===== src/smt_fifo.sv =====
// Small request queue between the front end and the table sequencer.
// No dependencies.
`default_nettype none
module smt_fifo #(
	parameter int WIDTH = 8,
	parameter int DEPTH = 2
) (
	input  wire logic             clk,
	input  wire logic             arst_n,
	input  wire logic             push,
	input  wire logic [WIDTH-1:0] wdata,
	input  wire logic             pop,
	output logic [WIDTH-1:0]      rdata,
	output logic                  full,
	output logic                  empty
);

	localparam int PW = (DEPTH > 1) ? $clog2(DEPTH) : 1;
	localparam int CW = $clog2(DEPTH + 1);

	logic [WIDTH-1:0] mem_q [DEPTH];
	logic [PW-1:0]    wr_ptr_q;
	logic [PW-1:0]    rd_ptr_q;
	logic [CW-1:0]    fill_q;

	assign full  = (fill_q == CW'(DEPTH));
	assign empty = (fill_q == '0);
	assign rdata = mem_q[rd_ptr_q];

	always_ff @(posedge clk or negedge arst_n) begin
		if (!arst_n) begin
			wr_ptr_q <= '0;
			rd_ptr_q <= '0;
			fill_q   <= '0;
		end else begin
			if (push) begin
				wr_ptr_q <= (wr_ptr_q == PW'(DEPTH - 1)) ? '0 : wr_ptr_q + 1'b1;
			end
			if (pop) begin
				rd_ptr_q <= (rd_ptr_q == PW'(DEPTH - 1)) ? '0 : rd_ptr_q + 1'b1;
			end
			if (push && !pop) begin
				fill_q <= fill_q + 1'b1;
			end else if (pop && !push) begin
				fill_q <= fill_q - 1'b1;
			end
		end
	end

	always_ff @(posedge clk) begin
		if (push) begin
			mem_q[wr_ptr_q] <= wdata;
		end
	end

endmodule
`default_nettype wire


===== config.mk =====
export PLATFORM = sky130hd
export DESIGN_NAME = smt_fifo
export DESIGN_NICKNAME = d
export VERILOG_FILES = /design/src/smt_fifo.sv
export SDC_FILE = /design/constraint.sdc
export NUM_CORES = 1
export LEC_CHECK = 0
export ABC_CLOCK_PERIOD_IN_PS = 1300
export BUFFER_PORTS_ARGS = -buffer_cell sky130_fd_sc_hd__buf_2
export CAP_MARGIN = 15
export CORE_MARGIN = 2
export CORE_UTILIZATION = 46
export DETAILED_ROUTE_END_ITERATION = 8
export GPL_ROUTABILITY_DRIVEN = 0
export GPL_TIMING_DRIVEN = 0
export PLACE_DENSITY_LB_ADDON = 0.08
export SYNTH_ARGS = -nofsm -noshare
export SYNTH_HDL_FRONTEND = slang
export SYNTH_SLANG_ARGS = --single-unit

===== constraint.sdc =====
create_clock -name clk -period 1.3 [get_ports clk]
set_input_delay 0.26 -clock clk [delete_from_list [all_inputs] [get_ports clk]]
set_output_delay 0.26 -clock clk [all_outputs]
set_load 0.005 [all_outputs]

* Word level (Yosys, flattened, before mapping) *
Memory sizes are Yosys's and may differ from the RTL's.
Index checks and enable logic that the tools add are counted.

word-level totals
  memories kept = 1
  word-level logic and storage cells = 21
  input bits = 12
  register bits after elaboration = 4
  RAM bits = 16

memories
  name   words  width  read ports  clocked after Yosys merged registers in  wr ports  line  RTL
  mem_q  2      8      1           0                                        1         21    logic [WIDTH-1:0] mem_q [DEPTH];

cells by class
  equality and inequality tests = 1
  $add $sub $neg = 4
  reduce and logical (&&, ||, !) cells = 6
  muxes and demuxes = 6

operators by type and width
  cell                 number
  $mux 1               4
  $mux 2               2
  $add 1x1->1 const B  2
  $add 2x1->2 const B  1
  $eq 2x2->1 const B   1
  $logic_and 1x1->1    2
  $logic_not 1->1      2
  $logic_not 2->1      1
  $reduce_bool 2->1    1
  $sub 2x1->2 const B  1

* Depth between registers and ports, before layout *
  depth in word-level cells = 4
  mapped depth = 5

* Worst setup path after synthesis *
OpenSTA, ideal clock, no wires.

  kind = register to register
  from = register wr_ptr_q
  to = memory mem_q[0][0] (enable)
  library setup time = 0.373 ns
  cell stages (with the launch flop) = 2
  data arrival time = 0.789 ns
  clock period less this slack = 1.162 ns
  setup slack = 0.138 ns
  path buffers = 0
  cells stage by stage = dfrtp_1 > nor2b_1

RTL lines
  item                    line  RTL
  start, declared         22    logic [PW-1:0] wr_ptr_q;
  start signal, assigned  37    wr_ptr_q <= (wr_ptr_q == PW'(DEPTH - 1)) ? '0 : wr_ptr_q + 1'b1;
  end, declared           21

No word-level cell before the write port.

* Worst setup path after layout *
  from = register rd_ptr_q
  to = output rdata[2]

on the way
  cells in the longest elaborated chain, start to end = 1

ends and longest elaborated chain
  item                    line  RTL
  start, declared         23    logic [PW-1:0] rd_ptr_q;
  start signal, assigned  40    rd_ptr_q <= (rd_ptr_q == PW'(DEPTH - 1)) ? '0 : rd_ptr_q + 1'b1;
  $mem_v2 2x8             n/a
  end, declared           13    output logic [WIDTH-1:0] rdata,

No other way between the ends.

==> summary.md <==
| Metric | Value |
|---|---|
| Status | `complete, but fails checks` |
| Failing checks | `negative setup slack` |
| DR vias/cell | `4.92` |
| Critical path endpoint category | `primary output` |
| Clk slew on worst S/H paths | `0.11 ns` |
| Die Ht | `about 45 um` |
| Grt ovf | `0` |
| Slew at the pin closest to its max-slew limit | `approximately 0.42 ns` |
| Max-slew headroom | `72.2%` |
| Hold/Removal Path Class | `input pin to flip-flop` |
| Top Family by Delay on Critical Path | `flip-flops` |
| Share of layout cells above drive strength 1 | `55.7%` |
| WHS | `0.153 ns` |
| Core area | `1540 um^2` |
| Clock sinks | `20` |
| RSZ-0062 raised after global routing | `yes` |
| Setup ws final | `-0.212 ns` |
| Endpoints failing hold | `0` |
| Critical path peak fanout | `9` |
| CTS Root Buffer Type | `clkbuf_4` |
| Die ar. | `2020 um^2` |
| Num CTS Buffers | `3` |
| Worst Path Class, Setup | `flip-flop to primary output` |
| Flop2flop setup slack | `roughly 0.17 ns` |
| R2r worst-path depth | `1` |
| FP Rows | `14` |
| Syn Std Cell Area | `771 um^2` |
| Cells after Synth | `41` |
| FILL cells | `about 130` |
| Worst r2r src | `wr_ptr_q` |
| Hold_sp | `wdata[7]` |
| Worst EP required | `around 1.0 ns` |
| Skew-Pair Late Insertion Delay | `0.29 ns` |
| # nets final | `84` |
| CP startpoint kind | `flip-flop` |
| CP Buf/Inv Count | `2` |
| Die span in x | `44.9 um` |
| Pin count of the biggest net entering global routing | `12` |
| Vias in the first global route | `437` |
| Hold path endpoint | `mem_q[0][7]` |
| Commonest non-fill, non-tap cell in the layout | `buf_2` |
| CP max stage delay | `roughly 0.35 ns` |
| Cell chain of the critical path | `buf_6, mux2_2, buf_2` |
| Max-cap viol count | `0` |
| Unique masters post-synth | `12` |
| Max VDD drop | `roughly 1 mV` |
| WHS Path Cells | `1` |
| Critical path origin | `rd_ptr_q` |
| Synth Net Count | `54` |
| Reg2reg end | `mem_q[0][1]` |
| Sequential cell area fraction in the yosys report | `75.3%` |
| Most frequent cells in the layout | `buf_2 (20), edfxtp_1 (16), mux2_2 (7)` |
| Detailed Route WL | `1160 um` |
| First-pass GRT wire length | `1810 um` |
| CP arrival | `1.25 ns` |
| Cell area power density | `~2000 nW/um^2` |
| Setup Skew | `0.00287 ns` |
| Tcrit/Tclk final | `116%` |
| Antenna violations before repair | `0` |
| Met2 WL | `619 um` |
| I/O Pins | `22` |
| FF+latch count, synth | `20` |
| Tot Pwr | `0.00196 W` |
| WL per Instance | `13.5 um` |
| Met1 wire length | `478 um` |
| Port Buffers | `21` |
| DRT Pass-1 Iters | `4` |
| Hpwl dp | `727 um` |
| # DRC | `0` |
| DR top layer | `met3` |
| Total GRT Usage | `between 10% and 20%` |
| H-tree lvl count | `1` |
| DR vias | `423` |
| Initial drt markers | `7` |
| Setup WS pre-CTS | `-0.0653 ns` |
| Area grow syn2layout | `26.8%` |
| ANT nets after route | `0` |
| Antenna diode count | `0` |
| CTS tree | `done` |
| Fmax | `661 MHz` |
| Final setup violation count | `9` |
| Syn Area/Cell | `~19 um^2` |
| Slew Viols, Final | `0` |
| Max Buffers Root-to-Sink | `2` |
| CP max-delay cell | `dfrtp_1` |
| Initial Util | `50.0%` |
| YS warnings | `0` |
| Leak Pwr | `0.413 nW` |
| Min Tclk post-route | `1.51 ns` |
| Routed length on met3 | `62 um` |
## cell families after synthesis
family,Yosys count,synth area share (%)
DFF,20,75.3
xor gates and xnor gates,5,5.68
muxes,8,11.7
adders and majority gates,1,1.62
buffers and inverters,2,1.95
and+or+nand+nor,5,3.74
## synth_stat cells
library cell | number | share of area (%)
nor2_1 | 2 | 0.97
inv_1 | 1 | 0.49
buf_6 | 1 | 1.5
and2b_2 | 1 | 1.1
ha_1 | 1 | 1.6
xor2_1 | 4 | 4.5
nor2b_1 | 1 | 0.81
and2_1 | 1 | 0.81
edfxtp_1 | 16 | 62
mux2_2 | 8 | 12
xnor2_1 | 1 | 1.1
dfrtp_1 | 4 | 13
## flip-flops by register name (all words and copies together) (netlist names)
register	count
fill_q	2
wr_ptr_q	1
mem_q	16
rd_ptr_q	1
## metal layers
metal / GRT usage (%) / vias to the layer above
li1: - / 206
met1: 15.7 / 203
met2: 22.3 / 14
met3: 4.00 / 0
met4: 3.53 / 0
met5: 0 / -
## what timing repair did
action	in CTS	in global routing
cloned	0	0
endpoints found under the hold margin	4	0
buffers inserted	2	1
endpoints found under the setup margin	17	9
hold buffers	1	0
gates resized for setup	1	2
## area by class of cell
type | count | area (um^2) | share of cell area, %
Sequential cell | 20 | 581 | 59.4
Multi-Input combinational cell | 19 | 181 | 18.6
Timing Repair Buffer | 25 | 144 | 14.7
Clock buffer | 4 | 36.3 | 3.71
Tap cell | 16 | 20.0 | 2.05
Buffer | 1 | 11.3 | 1.15
Inverter | 1 | 3.75 | 0.384
## per-stage QoR
step                cell area (um^2)  std cells  setup TNS (ns)  util, %
global placement                 896         78          -0.576     58.1
detailed placement               896         78          -0.521     58.1
CTS                              960         85           -1.71     62.3
finish                           977         86           -1.64     63.4
floorplan                        771         41               0        -
global route                     977         86           -2.19     63.4
## power breakdown
| group | internal (W) | switching, W | leakage (nW) |
|---|---|---|---|
| Combinational | 0.000395 | 0.000279 | 0.195 |
| Clock | 0.000170 | 0.000178 | 0.0210 |
| Sequential | 0.000870 | 0.0000669 | 0.197 |
| Total | 0.00144 | 0.000524 | 0.413 |
## worst max-delay path by stage
| stage | to | slack, ns | depth (start not counted) |
|---|---|---|---|
| global route | rdata[2] | -0.27 | 3 |
| detailed placement | mem_q[0][3] | -0.07 | 2 |
| CTS | rdata[5] | -0.23 | 3 |
| finish | rdata[2] | -0.21 | 3 |
| global placement | mem_q[0][3] | -0.07 | 2 |
| floorplan | mem_q[0][0] | 0.14 | 1 |
Note: power is estimated with default switching activity, not from simulation.
